--- config.mk ---
export PLATFORM = sky130hd
export DESIGN_NAME = mlt_store
export DESIGN_NICKNAME = d
export VERILOG_FILES = /design/src/rtl/mlt_pkg.sv /design/src/rtl/mlt_store.sv
export SDC_FILE = /design/constraint.sdc
export NUM_CORES = 2
export LEC_CHECK = 0
export BUFFER_PORTS_ARGS = -buffer_cell sky130_fd_sc_hd__buf_2
export CAP_MARGIN = 20
export CORE_MARGIN = 3
export CORE_UTILIZATION = 42
export DETAILED_ROUTE_END_ITERATION = 7
export PLACE_DENSITY = 0.55
export SLEW_MARGIN = 20
export SYNTH_ARGS = -nofsm -noshare
export SYNTH_HDL_FRONTEND = slang
export SYNTH_MEMORY_MAX_BITS = 65536
export SYNTH_SLANG_ARGS = --single-unit
--- constraint.sdc ---
create_clock -name clk -period 16.88 [get_ports clk]
set_input_delay 2.532 -clock clk [delete_from_list [all_inputs] [get_ports clk]]
set_output_delay 2.532 -clock clk [all_outputs]
set_load 0.01 [all_outputs]
--- src/rtl/mlt_pkg.sv ---
package mlt_pkg;

  // defaults for the top level parameters
  localparam int TABLE_ENTRIES = 64;
  localparam int AGE_BITS      = 16;
  // port numbers at or above this are rejected on learn
  localparam int PORT_COUNT    = 16;

  localparam int MAC_W   = 48;
  localparam int PORT_W  = 4;
  localparam int LIMIT_W = 16;
  localparam int CNT_W   = 7;
  localparam int OP_W    = 2;

  localparam logic [LIMIT_W-1:0] AGE_LIMIT_RESET = 16'd30;
  localparam logic [CNT_W-1:0]   REMOVED_MAX     = 7'd127;

  localparam logic [OP_W-1:0] OP_LOOKUP = 2'd0;
  localparam logic [OP_W-1:0] OP_LEARN  = 2'd1;
  localparam logic [OP_W-1:0] OP_TICK   = 2'd2;
  localparam logic [OP_W-1:0] OP_NOP    = 2'd3;

  // result of the shared per-entry compare unit
  typedef struct packed {
    logic match;
    logic expire;
  } eval_t;

  // write side controls of the entry store
  typedef struct packed {
    logic we;
    logic set_valid;
    logic clr_valid;
  } st_ctl_t;

endpackage

--- src/rtl/mlt_store.sv ---
module mlt_store #(
  parameter int ENTRIES  = mlt_pkg::TABLE_ENTRIES,
  parameter int AGE_BITS = mlt_pkg::AGE_BITS
) (
  input  logic                                             clk,
  input  logic                                             rst,
  input  mlt_pkg::st_ctl_t                                 ctl,
  input  logic [$clog2(ENTRIES)-1:0]                       waddr,
  input  logic [mlt_pkg::MAC_W+mlt_pkg::PORT_W+AGE_BITS-1:0] wdata,
  input  logic [$clog2(ENTRIES)-1:0]                       raddr,
  output logic [mlt_pkg::MAC_W+mlt_pkg::PORT_W+AGE_BITS-1:0] rdata,
  output logic [ENTRIES-1:0]                               valid
);

  localparam int DATA_W = mlt_pkg::MAC_W + mlt_pkg::PORT_W + AGE_BITS;

  logic [DATA_W-1:0] mem [ENTRIES];

  // entry contents: {address, port, age}, one write and one registered read a cycle
  always_ff @(posedge clk) begin
    if (ctl.we) begin
      mem[waddr] <= wdata;
    end
    rdata <= mem[raddr];
  end

  always_ff @(posedge clk) begin
    if (rst) begin
      valid <= '0;
    end else begin
      if (ctl.set_valid) begin
        valid[waddr] <= 1'b1;
      end
      if (ctl.clr_valid) begin
        valid[waddr] <= 1'b0;
      end
    end
  end

endmodule

==> out/results.ini <==
[outcome]
status=finished clean

[clock_network]
cts_tree=built
htree_levels=5
cts-hold-fix-buffers=0
clk_latency_ps=1000
root_buffer=clkbuf_16
numCtsBuffers=453
post_cts_buffers=0
cts_resized=0
path_clk_slew_ps=60
cts_buffer_depth=4
cts_sinks=4484

[final_layout]
layout_commonest_cell=edfxtp_1
fin_cells=13261
nets=7691
layout-drive-gt1-share_pct=28.2
fillCellCount=32088
syn2layout_area_growth_pct=13.7
layout_common_cells=edfxtp_1 (4,352), mux4_2 (1,088), clkbuf_16 (457)

[yosys]
yosys_warnings=0
synth_xor_area_share_pct=0
synth-main-ff-cell=edfxtp_1
syn-num-nets=7257
synth_top_family_by_area=multiplexers
synth_area_sq_um=168000
synthTopCellsByArea=edfxtp_1 (78%), mux4_2 (15%), dfxtp_1 (1.6%)
synth_top_area_share_pct=77.8
synth-seq-cells=4484
synthSimpleGateAreaFrac_pct=0.935
async_flop_share_pct=0
synth_edf_count=4352
yosys.area_share.adder_pct=0
syn-instance-count=7172
ys_types=35
ys_seq_area_share_pct=79.4
syn_avg_cell_area_sq_um=23.4
synth-compound-area-share_pct=3.24
synth_top_area_cell=edfxtp_1
muxShareOfSynthArea_pct=15.2

[global_route]
grt-ovfl-total=0
grt_use_total_pct=24.9
grt_max_degree=109
antenna_found_initial=46
grt_pass1_vias=83595
grt_pass1_wl_mm=701

[floorplan]
start_util_pct=42.3
io_pins=217
die_area_sq_um=407000
fp.coreArea_sq_um=397000
std_cell_rows=231
die_h_um=638
chipWidth_um=638

[sta]
max_freq_ghz=0.153
setup_viol=0
fin_crit_sh_pct=38.8
fin_ws_ps=10330
worstMarginPinSlew_ps=1230
slew-limit-headroom_pct=18.2
hold_viol=0
rsz0062_at_grt=no
final.setup.tns_ps=0
finalClockSkew_ps=36.8
finalCriticalPeriod_ps=6550
slew_viol_final=0

[drt]
wl_per_cell_um=38.5
postRouteAntennaNets=0
viasPerCell=6.28
drcViolationCount=0
initialDrtViolationCount=11356
drt-total-wl_mm=511
firstDrtPassIters=6
vias=83262

[placement]
numPortBuffers=216
dpl.cell_count=12388
pre_cts_ws_ps=9110
dpl.hpwl_mm=246
place_congestion=0.767

[power]
peakVddDrop_v=0.0000847
p_leak_uw=0.0591
p_per_area_nw_per_um2=122

[worst_setup_path]
path_class=input port to flip-flop
path_cells=buf_12, buf_4, buf_4, buf_4, buf_4, mux4_2, a22oi_1, nand3_1, o211a_1
crit_family=buffers and inverters
crit_top_cell=buf_4
arrival_ps=7410
crit_path_max_incr_delay_ps=780
cp_max_fo=90
critPathLaunchType=input port
cp.required_ps=17750
path_buf_inv=5
end_kind=flip-flop
crit_path_top_delay_cell=buf_4

[job]
max_cap_viol_count=0

[hold_path]
hold_class=flip-flop to flip-flop

[cell families after synthesis]
group	count (synthesis)
AOI/OAI and AO/OA	739
buffers and inverters	438
DFF	4484
muxes	1190
and+or+nand+nor	321
[per-stage QoR]
| step | area (sq um) | power [uW] | hold WS, ps | util, % |
|---|---|---|---|---|
| final | 191000 | 23300 | 516 | 48.1 |
| after global routing | 191000 | 24000 | 539 | 48.1 |
| after CTS | 191000 | 23500 | 522 | 48.0 |
| after detailed placement | 176000 | 13700 | 512 | 44.3 |
| after global placement | 176000 | 13600 | 503 | 44.3 |
| after floorplan | 168000 | 13100 | 535 | - |
[final timing paths]
kind / startpoint / end / cells after the start / slack, ps
max: raddr[0] / rdata[19] / 9 / 10330
min: valid[51] / valid[51] / 2 / 520
max reg2reg: mem[51][3] / rdata[3] / 4 / 15040
min reg2reg: valid[51] / valid[51] / 2 / 520
[Yosys cell counts (2+ instances only)]
master	count
a211oi_1	131
a21oi_1	97
a22oi_1	272
and2_0	2
and2_1	19
and3_1	3
and3b_1	4
buf_1	29
buf_2	225
buf_4	23
buf_6	7
clkbuf_1	153
dfxtp_1	132
edfxtp_1	4352
mux2i_1	102
mux4_2	1088
nand2_1	18
nand2b_1	4
nand3_1	138
nand3b_1	5
nor2_1	103
nor2_2	2
nor2b_1	5
nor3_1	3
nor3b_1	3
o211a_1	68
o221ai_1	68
o22ai_1	102
or2_2	2
or3_1	3
or3b_1	2
or3b_2	4
[worst min-delay path, stage by stage, from the launching register on]
cell and delay [ps]:
dfxtp_1 310, a21oi_1 110, a211oi_1 60
[per-layer routing]
metal | vias up | track usage [%] | part of all wire, %
li1 | 31985 | - | -
met3 | 703 | 4.08 | 8.5
met2 | 4157 | 40.1 | 48
met4 | 14 | 5.80 | 2.4
met1 | 46403 | 35.8 | 41
met5 | - | 0 | 0.016
[state kept, by name, indices dropped and copies added (netlist names)]
signal,flops
mem,4352
rdata,68
valid,64
[where the power goes]
part | internal, uW | total, uW | switching [uW] | leakage [uW]
clock | 5660 | 9930 | 4270 | 0.00716
sequential | 12300 | 12400 | 45.5 | 0.0402
combinational | 369 | 1050 | 680 | 0.0117
total | 18300 | 23300 | 5000 | 0.0591
[cell type report]
class	count	area [sq um]	area share, %
diodes	15	37.5	0.0197
clock buffers	591	12300	6.44
clock inverters	262	2410	1.26
inverters	1	3.75	0.00197
multi-input cells	2250	33100	17.3
flip-flops and latches	4484	133000	69.9
well taps	5242	6560	3.44
repair buffers	416	3160	1.65
Note: power is estimated with default switching activity, not from simulation.
