==> config.mk <==
export PLATFORM = sky130hd
export DESIGN_NAME = mlt_seq_flat
export DESIGN_NICKNAME = d
export VERILOG_FILES = /design/src/rtl/mlt_pkg.sv /design/src/rtl/mlt_ifs.sv /design/src/rtl/mlt_eval.sv /design/src/rtl/mlt_seq.sv /design/src/flat_wrapper.sv
export SDC_FILE = /design/constraint.sdc
export NUM_CORES = 1
export LEC_CHECK = 0
export BUFFER_PORTS_ARGS = -buffer_cell sky130_fd_sc_hd__buf_2
export CAP_MARGIN = 20
export CORE_MARGIN = 1
export CORE_UTILIZATION = 43
export DETAILED_ROUTE_END_ITERATION = 8
export MAX_ROUTING_LAYER = met4
export PLACE_DENSITY = 0.76
export REMOVE_ABC_BUFFERS = 1
export SLEW_MARGIN = 0
export SYNTH_ARGS = -nofsm -noshare
export SYNTH_HDL_FRONTEND = slang
export SYNTH_SLANG_ARGS = --single-unit
==> constraint.sdc <==
create_clock -name clk -period 3.1 [get_ports clk]
set_input_delay 0.31 -clock clk [delete_from_list [all_inputs] [get_ports clk]]
set_output_delay 0.31 -clock clk [all_outputs]
set_load 0.05 [all_outputs]
==> src/rtl/mlt_pkg.sv <==
package mlt_pkg;

  // defaults for the top level parameters
  localparam int TABLE_ENTRIES = 64;
  localparam int AGE_BITS      = 16;
  // port numbers at or above this are rejected on learn
  localparam int PORT_COUNT    = 16;

  localparam int MAC_W   = 48;
  localparam int PORT_W  = 4;
  localparam int LIMIT_W = 16;
  localparam int CNT_W   = 7;
  localparam int OP_W    = 2;

  localparam logic [LIMIT_W-1:0] AGE_LIMIT_RESET = 16'd30;
  localparam logic [CNT_W-1:0]   REMOVED_MAX     = 7'd127;

  localparam logic [OP_W-1:0] OP_LOOKUP = 2'd0;
  localparam logic [OP_W-1:0] OP_LEARN  = 2'd1;
  localparam logic [OP_W-1:0] OP_TICK   = 2'd2;
  localparam logic [OP_W-1:0] OP_NOP    = 2'd3;

  // result of the shared per-entry compare unit
  typedef struct packed {
    logic match;
    logic expire;
  } eval_t;

  // write side controls of the entry store
  typedef struct packed {
    logic we;
    logic set_valid;
    logic clr_valid;
  } st_ctl_t;

endpackage

==> src/rtl/mlt_ifs.sv <==
interface mlt_req_if;
  logic                         valid;
  logic                         ready;
  logic [mlt_pkg::OP_W-1:0]     operation;
  logic [mlt_pkg::MAC_W-1:0]    mac_address;
  logic [mlt_pkg::PORT_W-1:0]   port_number;

  modport source (output valid, output operation, output mac_address, output port_number,
                  input ready);
  modport sink (input valid, input operation, input mac_address, input port_number,
                output ready);
endinterface

interface mlt_rsp_if;
  logic                         valid;
  logic                         ready;
  logic                         hit;
  logic [mlt_pkg::PORT_W-1:0]   found_port;
  logic                         learn_dropped;
  logic [mlt_pkg::CNT_W-1:0]    removed_count;

  modport source (output valid, output hit, output found_port, output learn_dropped,
                  output removed_count, input ready);
  modport sink (input valid, input hit, input found_port, input learn_dropped,
                input removed_count, output ready);
endinterface

==> src/rtl/mlt_eval.sv <==
module mlt_eval #(
  parameter int AGE_BITS = mlt_pkg::AGE_BITS
) (
  input  logic [mlt_pkg::MAC_W-1:0]   key,
  input  logic [mlt_pkg::MAC_W-1:0]   entry_addr,
  input  logic [AGE_BITS-1:0]         entry_age,
  input  logic [mlt_pkg::LIMIT_W-1:0] age_limit,
  output mlt_pkg::eval_t              res,
  output logic [AGE_BITS-1:0]         age_inc
);

  localparam int CMP_W = (AGE_BITS > mlt_pkg::LIMIT_W) ? AGE_BITS : mlt_pkg::LIMIT_W;

  // saturating age step, then the limit compare on the new age
  always_comb begin
    age_inc    = (&entry_age) ? entry_age : entry_age + AGE_BITS'(1);
    res.match  = (entry_addr == key);
    res.expire = (CMP_W'(age_inc) > CMP_W'(age_limit));
  end

endmodule

==> src/rtl/mlt_seq.sv <==
module mlt_seq #(
  parameter int ENTRIES  = mlt_pkg::TABLE_ENTRIES,
  parameter int AGE_BITS = mlt_pkg::AGE_BITS
) (
  input  logic                                             clk,
  input  logic                                             rst,
  mlt_req_if.sink                                          req,
  mlt_rsp_if.source                                        rsp,
  input  logic [mlt_pkg::LIMIT_W-1:0]                      age_limit,
  output mlt_pkg::st_ctl_t                                 st_ctl,
  output logic [$clog2(ENTRIES)-1:0]                       st_waddr,
  output logic [mlt_pkg::MAC_W+mlt_pkg::PORT_W+AGE_BITS-1:0] st_wdata,
  output logic [$clog2(ENTRIES)-1:0]                       st_raddr,
  input  logic [mlt_pkg::MAC_W+mlt_pkg::PORT_W+AGE_BITS-1:0] st_rdata,
  input  logic [ENTRIES-1:0]                               st_valid
);

  localparam int IDX_W = $clog2(ENTRIES);
  localparam logic [IDX_W-1:0] LAST_IDX = IDX_W'(ENTRIES - 1);

  localparam logic [1:0] S_IDLE = 2'd0;
  localparam logic [1:0] S_SCAN = 2'd1;
  localparam logic [1:0] S_LAST = 2'd2;
  localparam logic [1:0] S_FIN  = 2'd3;

  logic [1:0]                  state;
  logic [IDX_W-1:0]            idx;
  logic [IDX_W-1:0]            pidx;
  logic                        pend;

  logic [mlt_pkg::OP_W-1:0]    op;
  logic [mlt_pkg::MAC_W-1:0]   mac;
  logic [mlt_pkg::PORT_W-1:0]  port;
  logic                        noop;
  logic                        hit;
  logic [IDX_W-1:0]            hit_idx;
  logic [mlt_pkg::PORT_W-1:0]  hit_port;
  logic                        free_found;
  logic [IDX_W-1:0]            free_idx;
  logic [mlt_pkg::CNT_W-1:0]   removed;

  logic [mlt_pkg::MAC_W-1:0]   e_addr;
  logic [mlt_pkg::PORT_W-1:0]  e_port;
  logic [AGE_BITS-1:0]         e_age;
  logic [AGE_BITS-1:0]         age_inc;
  mlt_pkg::eval_t              ev;
  logic                        e_valid;
  logic                        out_free;
  logic                        finish;
  logic                        req_noop;

  assign {e_addr, e_port, e_age} = st_rdata;
  assign e_valid  = st_valid[pidx];
  assign st_raddr = idx;
  assign req.ready = (state == S_IDLE);
  assign out_free = !rsp.valid || rsp.ready;
  assign finish   = (state == S_FIN) && out_free;
  assign req_noop = (req.operation == mlt_pkg::OP_NOP) ||
                    ((req.operation == mlt_pkg::OP_LEARN) &&
                     (int'(req.port_number) >= mlt_pkg::PORT_COUNT));

  mlt_eval #(.AGE_BITS(AGE_BITS)) u_eval (
    .key       (mac),
    .entry_addr(e_addr),
    .entry_age (e_age),
    .age_limit (age_limit),
    .res       (ev),
    .age_inc   (age_inc)
  );

  // store writes: age write-back while a tick sweeps, learn update on finish
  always_comb begin
    st_ctl   = '0;
    st_waddr = pidx;
    st_wdata = {e_addr, e_port, age_inc};
    if (pend && op == mlt_pkg::OP_TICK && e_valid) begin
      st_ctl.we        = 1'b1;
      st_ctl.clr_valid = ev.expire;
    end else if (finish && op == mlt_pkg::OP_LEARN && !noop) begin
      st_wdata = {mac, port, AGE_BITS'(0)};
      if (hit) begin
        st_ctl.we = 1'b1;
        st_waddr  = hit_idx;
      end else if (free_found) begin
        st_ctl.we        = 1'b1;
        st_ctl.set_valid = 1'b1;
        st_waddr         = free_idx;
      end
    end
  end

  always_ff @(posedge clk) begin
    if (rst) begin
      state     <= S_IDLE;
      pend      <= 1'b0;
      rsp.valid <= 1'b0;
    end else begin
      if (finish) begin
        rsp.valid <= 1'b1;
      end else if (rsp.valid && rsp.ready) begin
        rsp.valid <= 1'b0;
      end
      case (state)
        S_IDLE: begin
          if (req.valid) begin
            state <= req_noop ? S_FIN : S_SCAN;
          end
        end
        S_SCAN: begin
          pend <= 1'b1;
          if (idx == LAST_IDX) begin
            state <= S_LAST;
          end
        end
        S_LAST: begin
          pend  <= 1'b0;
          state <= S_FIN;
        end
        S_FIN: begin
          if (out_free) begin
            state <= S_IDLE;
          end
        end
        default: begin
          state <= S_IDLE;
        end
      endcase
    end
  end

  // transaction payload, scan bookkeeping and result register
  always_ff @(posedge clk) begin
    if (state == S_IDLE && req.valid) begin
      op         <= req.operation;
      mac        <= req.mac_address;
      port       <= req.port_number;
      noop       <= req_noop;
      idx        <= '0;
      hit        <= 1'b0;
      free_found <= 1'b0;
      removed    <= '0;
    end
    if (state == S_SCAN) begin
      pidx <= idx;
      idx  <= idx + IDX_W'(1);
    end
    if (pend) begin
      if (e_valid && ev.match && !hit && op != mlt_pkg::OP_TICK) begin
        hit      <= 1'b1;
        hit_idx  <= pidx;
        hit_port <= e_port;
      end
      if (!e_valid && !free_found) begin
        free_found <= 1'b1;
        free_idx   <= pidx;
      end
      if (op == mlt_pkg::OP_TICK && e_valid && ev.expire && removed != mlt_pkg::REMOVED_MAX) begin
        removed <= removed + mlt_pkg::CNT_W'(1);
      end
    end
    if (finish) begin
      rsp.hit           <= hit && !noop &&
                           (op == mlt_pkg::OP_LOOKUP || op == mlt_pkg::OP_LEARN);
      rsp.found_port    <= (hit && op == mlt_pkg::OP_LOOKUP) ? hit_port : '0;
      rsp.learn_dropped <= (op == mlt_pkg::OP_LEARN) && !noop && !hit && !free_found;
      rsp.removed_count <= (op == mlt_pkg::OP_TICK) ? removed : '0;
    end
  end

endmodule

==> src/flat_wrapper.sv <==
// flat-port wrapper written by rule: the top's interface ports become plain ports
module mlt_seq_flat 
#(
  parameter int ENTRIES  = mlt_pkg::TABLE_ENTRIES,
  parameter int AGE_BITS = mlt_pkg::AGE_BITS
)
  (clk, rst, age_limit, st_ctl, st_waddr, st_wdata, st_raddr, st_rdata, st_valid, req_valid, req_operation, req_mac_address, req_port_number, req_ready, rsp_valid, rsp_hit, rsp_found_port, rsp_learn_dropped, rsp_removed_count, rsp_ready);
  mlt_req_if req_i ();
  mlt_rsp_if rsp_i ();
  input  logic clk;
  input  logic rst;
  input  logic [mlt_pkg::LIMIT_W-1:0] age_limit;
  output mlt_pkg::st_ctl_t st_ctl;
  output logic [$clog2(ENTRIES)-1:0] st_waddr;
  output logic [mlt_pkg::MAC_W+mlt_pkg::PORT_W+AGE_BITS-1:0] st_wdata;
  output logic [$clog2(ENTRIES)-1:0] st_raddr;
  input  logic [mlt_pkg::MAC_W+mlt_pkg::PORT_W+AGE_BITS-1:0] st_rdata;
  input  logic [ENTRIES-1:0] st_valid;
  input wire logic [$bits(req_i.valid)-1:0] req_valid;
  input wire logic [$bits(req_i.operation)-1:0] req_operation;
  input wire logic [$bits(req_i.mac_address)-1:0] req_mac_address;
  input wire logic [$bits(req_i.port_number)-1:0] req_port_number;
  output wire logic [$bits(req_i.ready)-1:0] req_ready;
  output wire logic [$bits(rsp_i.valid)-1:0] rsp_valid;
  output wire logic [$bits(rsp_i.hit)-1:0] rsp_hit;
  output wire logic [$bits(rsp_i.found_port)-1:0] rsp_found_port;
  output wire logic [$bits(rsp_i.learn_dropped)-1:0] rsp_learn_dropped;
  output wire logic [$bits(rsp_i.removed_count)-1:0] rsp_removed_count;
  input wire logic [$bits(rsp_i.ready)-1:0] rsp_ready;
  assign req_i.valid = req_valid;
  assign req_i.operation = req_operation;
  assign req_i.mac_address = req_mac_address;
  assign req_i.port_number = req_port_number;
  assign req_ready = req_i.ready;
  assign rsp_valid = rsp_i.valid;
  assign rsp_hit = rsp_i.hit;
  assign rsp_found_port = rsp_i.found_port;
  assign rsp_learn_dropped = rsp_i.learn_dropped;
  assign rsp_removed_count = rsp_i.removed_count;
  assign rsp_i.ready = rsp_ready;
  mlt_seq #(.ENTRIES(ENTRIES), .AGE_BITS(AGE_BITS)) u_core (.clk(clk), .rst(rst), .req(req_i), .rsp(rsp_i), .age_limit(age_limit), .st_ctl(st_ctl), .st_waddr(st_waddr), .st_wdata(st_wdata), .st_raddr(st_raddr), .st_rdata(st_rdata), .st_valid(st_valid));
endmodule
==> results of run 1 <==
==> cells in the mapped netlist (6+ instances only) <==
library cell  instances  area [um2]
nand4_1              20         125
nand3_1              16        80.1
xnor2_1              58         508
and2_1               33         206
ha_1                 23         288
nor3_1                6        30.0
xor2_1                7        61.3
mux4_2               13         293
edfxtp_1             96        2880
nor2b_1              15        93.8
mux2i_1              13         130
nand2_1             180         676
a22oi_1               8        60.1
a21oi_1               7        35.0
nor2_1               14        52.6
o21ai_0              12        60.1
clkbuf_1             20        75.1
inv_1                22        82.6
dfxtp_1              13         260
==> routing by layer <==
metal | part of all wire | global-route usage | vias up
met5 | 0 | - | -
met4 | 0.029 | 0.103 | 0
met3 | 0.055 | 0.0527 | 43
met2 | 0.52 | 0.421 | 212
met1 | 0.40 | 0.262 | 2753
li1 | - | - | 2942
==> timing repair <==
action                                 in CTS  in global routing
setup endpoints to repair                   2                  3
endpoints found under the hold margin       0                  0
pin swaps                                  14                 15
resized for setup                          17                 12
hold buffers                                0                  0
cloned                                      1                  0
setup buffers                               5                  3
==> state kept, by name (all words and copies together), names as in the netlist <==
| name | count |
|---|---|
| u_core.op | 2 |
| u_core.removed | 7 |
| u_core.rsp.learn_dropped | 1 |
| u_core.free_found | 1 |
| u_core.noop | 1 |
| u_core.pend | 1 |
| u_core.mac | 48 |
| u_core.rsp.hit | 1 |
| u_core.hit_idx | 6 |
| u_core.hit_port | 4 |
| u_core.free_idx | 6 |
| u_core.rsp.valid | 1 |
| u_core.port | 4 |
| u_core.rsp.found_port | 4 |
| u_core.hit | 1 |
| u_core.state | 2 |
| u_core.rsp.removed_count | 7 |
| u_core.st_raddr | 6 |
| u_core.pidx | 6 |
==> worst register-to-register path, delay by kind of cell (launching register included) <==
kind	cells	cell delay [ns]
AO/OA/AOI/OAI	3	0.53
multiplexers	2	0.41
AND/OR/NAND/NOR	2	0.84
flip-flops	1	0.74
==> kinds of logic after synthesis <==
kind of cell               Yosys count
and+or+nand+nor                    310
DFF                                109
xor gates and xnor gates            65
AOI/OAI and AO/OA                   57
buffers and inverters               49
muxes                               30
adders and majority gates           23
==> metrics by stage <==
step	area (um2)	power [mW]
5_1_grt	8980	6.00
3_3_place_gp	8530	4.60
3_5_place_dp	8530	4.64
2_1_floorplan	6440	3.92
6_report	8980	5.69
4_1_cts	8890	5.70
==> final cells by class <==
| type | count | area, um2 |
|---|---|---|
| Tap cell | 184 | 230 |
| Clock buffer | 11 | 233 |
| Inverter | 22 | 82.6 |
| Fill cell | 1254 | 5770 |
| Sequential cell | 109 | 3140 |
| Multi-Input combinational cell | 485 | 3310 |
| Timing Repair Buffer | 355 | 1960 |
| Clock inverter | 4 | 25.0 |
==> worst max-delay path by stage <==
| stage | depth (start not counted) | from | end | slack [ns] |
|---|---|---|---|---|
| 6_report | 15 | st_rdata[2] | st_ctl[0] | -0.07 |
| 5_1_grt | 16 | st_rdata[2] | st_ctl[0] | -0.22 |
| 4_1_cts | 16 | st_rdata[5] | st_ctl[0] | -0.05 |
| 3_5_place_dp | 14 | st_rdata[2] | u_core.removed[2] | -0.41 |
| 3_3_place_gp | 14 | st_rdata[2] | u_core.removed[2] | -0.36 |
| 2_1_floorplan | 5 | u_core.rsp.valid | st_waddr[5] | -1.55 |
==> power groups by stage <==
stage	Clock [mW]	Sequential, mW	Combinational [mW]
after floorplan	0	2.53	1.39
after global placement	0	2.31	2.29
after detailed placement	0	2.32	2.31
after CTS	1.07	2.29	2.33
after global routing	1.13	2.34	2.53
final	1.05	2.29	2.35
==> flow_metrics.tcl, run 1 <==
set metrics [dict create \
    outcome "finished, violations left" \
    cpMaxStageDelayCell "mux2_4" \
    power.switching_mw 2.26 \
    utilization 0.609 \
    hp-start "req_mac_address[41]" \
    place_inst 1146 \
    rr_endpoint "u_core.removed[2]" \
    async_flop_share 0 \
    cpMostUsedCell "buf_6" \
    r2r_cells 7 \
    combPwrFrac 0.412 \
    fin_hold_ws_ns 0.129 \
    total_leakage_power_nw 4.11 \
    cp_slowest_stage_delay_ns 0.31 \
    maxSlewViolCount 0 \
    cp.required_ns 2.79 \
    die_h_um 126 \
    cp_max_fo 5 \
    ant_nets 0 \
    synth-adder-area-share 0.0438 \
    synth_compound_area_frac 0.0595 \
    rsz0062_at_grt "yes" \
    p_per_area_nw_per_um2 633 \
    hold_path_class "input pin to register" \
    clkTransAtPathRegs_ns 0.07 \
    vias 5950 \
    syn_avg_cell_area_um2 10.2 \
    syn2layout_area_growth_pct 36.6 \
    final_cell_mix "299 x buf_2, 180 x nand2_1, 96 x edfxtp_1" \
    yosys_register_bits 109 \
    root_buffer "clkbuf_16" \
    final.setup.tns_ns -0.0682 \
    antenna_found_initial 0 \
    grt_pass1_vias 6003 \
    synth-simple-area-share 0.223 \
    violations "DRC, setup timing" \
    insertedDiodeCount 0 \
    cp.arrival_ns 2.86 \
    grt_first_pass_wirelength_um 28500 \
    synthCells 643 \
    worstSkewPairLatency_ns 0.35 \
    first_pass_iters 7 \
    place_ws_ns -0.413 \
    dieWidth_um 126 \
    core_area_um2 14800 \
    final_nets 1211 \
    portBuffers 303 \
    row_count 44 \
    clk_path_buf_depth 2 \
    synth_edf_count 96 \
    start_util 0.446 \
    ioPinCount 304 \
    drive_gt1_frac 0.412 \
    fin_crit_sh 1.02 \
    avgRoutedWirePerCell_um 15.4 \
    htree_levels 3 \
    reg2reg_setup_slack_ns 0.54 \
    hold_end "u_core.mac[41]" \
    grt_max_degree 56 \
    setup_violations 1 \
    cp.buffers_inverters 4 \
    holdPathStages 1 \
    place_congestion 0.817 \
    synth_top_family_by_area "simple AND/OR/NAND/NOR gates" \
    cts_tree "done" \
    vias_per_cell 5.09 \
    max_slew_margin 0.524 \
    dp_hpwl_um 14000 \
    route.detailed.drc 10 \
    hold_viol_final 0 \
    pwr-share-clk 0.184 \
    synth_area_um2 6580 \
    yosysWarningCount 0 \
    vdd_drop_max_mv 0.516 \
    start_kind "input pin" \
    cts_buffers 9 \
    cap_violations 0 \
    max_freq_mhz 316 \
    wl_um 18000 \
    layout_commonest_cell "buf_2" \
    period_minus_slack_ns 3.17 \
    synth_xor_area_frac 0.0866 \
    setup_ws_ns -0.0682 \
    fin_skew_ns 0.00748 \
    cp_top_family "simple AND/OR/NAND/NOR gates" \
    end_kind "output pin" \
    drtIter0Drc 317 \
    ys_types 55 \
    synth_flop_cell "edfxtp_1" \
    worstPathCellList "buf_6 > and4_1 > and4_4 > buf_6 > nand4_1 > buf_6 > mux2_4 > ha_4 > nor2b_1 > o21a_1 > o21a_1 > o21a_1 > o21ai_2 > nor2_1 > buf_6" \
    pwr-share-seq 0.403 \
    timing_worst_setup_path_type "input pin to output pin" \
    fin_cells 1170 \
    tightest_slew_ns 0.713 \
    worstReg2RegStart "u_core.pidx[2]" \
    grt_util_all_layers 0.240 \
    synth_mux_area_frac 0.0757 \
    switching_share 0.397 \
    grt-ovfl-total 0 \
    die-area_um2 15800 \
    p_int_mw 3.43 \
    synth_seq_area_share 0.478 \
    clock_sinks 109 \
]
Note: power is estimated with default switching activity, not from simulation.
==> inputs of run 2 (changes only) <==
==> constraint.sdc (replaced) <==
create_clock -name clk -period 3.1 [get_ports clk]
set_input_delay 0.31 -clock clk [delete_from_list [all_inputs] [get_ports clk]]
set_output_delay 0.31 -clock clk [all_outputs]
set_load 0.005 [all_outputs]
==> flow_metrics.tcl, run 2 (synthesized netlist as in run 1, its figures left out) <==
set metrics [dict create \
    cp_max_fo 5 \
    setup_violations 1 \
    largest-register "u_core.mac" \
    cp.required_ns 2.79 \
    fin_crit_sh 1.02 \
    avgRoutedWirePerCell_um 15.8 \
    syn2layout_area_growth_pct 38.7 \
    drt-met1-wl_um 7380 \
    grt_first_pass_wirelength_um 28700 \
    dp_hpwl_um 14200 \
    tightest_slew_ns 0.702 \
    first_pass_iters 7 \
    timing_worst_setup_path_type "input pin to output pin" \
    maxSlewViolCount 0 \
    largest_reg_flops 48 \
    outcome "finished, violations left" \
    dieWidth_um 126 \
    htree_levels 3 \
    vias 6020 \
    cpMaxStageDelayCell "mux2_2" \
    hold_path_class "input pin to register" \
    wl_met3_um 981 \
    ant_nets 0 \
    final.setup.tns_ns -0.0565 \
    start_kind "input pin" \
    max_slew_margin 0.531 \
    worstPathCellList "buf_2 > and4_4 > and4_4 > buf_6 > nand4_1 > buf_6 > mux2_2 > ha_4 > nor2b_1 > o21a_1 > o21a_1 > o21a_1 > o21ai_2 > nor2_1 > buf_2" \
    highest_layer "met4" \
    cp.arrival_ns 2.85 \
    drive_gt1_frac 0.423 \
    wl_um 18400 \
    cts_tree "done" \
    end_kind "output pin" \
    max_freq_mhz 317 \
    antenna_found_initial 0 \
    clkTransAtPathRegs_ns 0.08 \
    ioPinCount 304 \
    cpMostUsedCell "o21a_1" \
    fin_skew_ns 0.00981 \
    die-area_um2 15800 \
    cp_slowest_stage_delay_ns 0.30 \
    drtIter0Drc 311 \
    start_util 0.446 \
    cp_top_family "simple AND/OR/NAND/NOR gates" \
    portBuffers 303 \
    layout_commonest_cell "buf_2" \
    setup_ws_ns -0.0565 \
    cp.buffers_inverters 4 \
    ctsHoldBuffers 0 \
    cts_buffers 9 \
    violations "DRC, setup timing" \
    root_buffer "clkbuf_16" \
    grt-ovfl-total 0 \
    total_leakage_power_nw 4.14 \
    hold_viol_final 0 \
    utilization 0.618 \
    row_count 44 \
    insertedDiodeCount 0 \
    met2_length_um 9610 \
    grt_util_all_layers 0.239 \
    final_cell_mix "302 x buf_2, 179 x nand2_1, 96 x edfxtp_1" \
    fillers 1226 \
    top_regs "u_core.mac (48), u_core.removed (7), u_core.rsp.removed_count (7)" \
    worstSkewPairLatency_ns 0.35 \
    die_h_um 126 \
    grt_max_degree 40 \
    grt_pass1_vias 5995 \
    clock_sinks 109 \
    dpl_cell_area_um2 8520 \
    rsz0062_at_grt "yes" \
    design_area_um2 9120 \
    vias_per_cell 5.15 \
    clk_path_buf_depth 2 \
    p_per_area_nw_per_um2 577 \
    vdd_drop_max_mv 0.335 \
    cap_violations 0 \
    period_minus_slack_ns 3.16 \
    final_nets 1208 \
    route.detailed.drc 10 \
    core_area_um2 14800 \
    place_congestion 0.831 \
]
run 2: cell count changes in the layout (fill, tap and decap cells not counted), moves of 2 or more:
| cell | before | now |
|---|---|---|
| buf_12 | 1 | 5 |
| buf_2 | 299 | 302 |
| buf_4 | 46 | 40 |
| ha_1 | 22 | 20 |
| buf_6 | 9 | 5 |
| o21ai_2 | 1 | 3 |
| ha_4 | 1 | 3 |
run 2: power breakdown:
part           switching, mW  internal, mW
logic                  0.925         0.883
clock network          0.523         0.655
registers              0.242          2.03
run 2: worst reg2reg max path, cell delays in order, from the launching register on:
cell,delay [ns]
edfxtp_1,0.32
buf_4,0.28
mux4_2,0.55
a22oi_1,0.18
nand4_1,0.15
a32oi_2,0.31
and3b_1,0.42
run 2: path summary, 6_finish.rpt:
check | slack, ns | from | cells after the start | to
max | -0.06 | st_rdata[2] | 15 | st_ctl[0]
min | 0.13 | req_mac_address[18] | 1 | u_core.mac[18]
max reg2reg | 0.56 | u_core.pidx[0] | 6 | u_core.free_idx[3]
min reg2reg | 0.49 | u_core.removed[5] | 2 | u_core.removed[5]
run 2: through the flow:
stage / setup WS, ns / power [mW] / hold WS, ns / instances
3_3_place_gp: -0.289 / 3.97 / 0.471 / 1140
4_1_cts: 0.00187 / 5.21 / 0.121 / 1163
6_report: -0.0565 / 5.26 / 0.132 / 1168
2_1_floorplan: -0.479 / 3.30 / 0.382 / 616
3_5_place_dp: -0.393 / 4.02 / 0.484 / 1140
5_1_grt: -0.165 / 5.56 / 0.110 / 1168
run 2: per-layer routing:
metal / vias to the layer above / GRT usage
li1: 2933 / -
met2: 226 / 0.413
met1: 2822 / 0.277
met3: 39 / 0.0442
met4: 0 / 0.0875
met5: - / -
run 2: timing repair:
action,CTS,global route
pin swaps,14,27
setup buffers,7,4
endpoints found under the setup margin,2,19
resized for setup,17,23
cloned,0,1
run 2: final cells by class:
type / instances / area, um2 / area share
Tap cell: 184 / 230 / 0.0252
Inverter: 22 / 82.6 / 0.00905
Timing Repair Buffer: 352 / 1970 / 0.216
Multi-Input combinational cell: 485 / 3390 / 0.372
Clock buffer: 12 / 246 / 0.0270
Clock inverter: 4 / 55.1 / 0.00604
Sequential cell: 109 / 3140 / 0.345
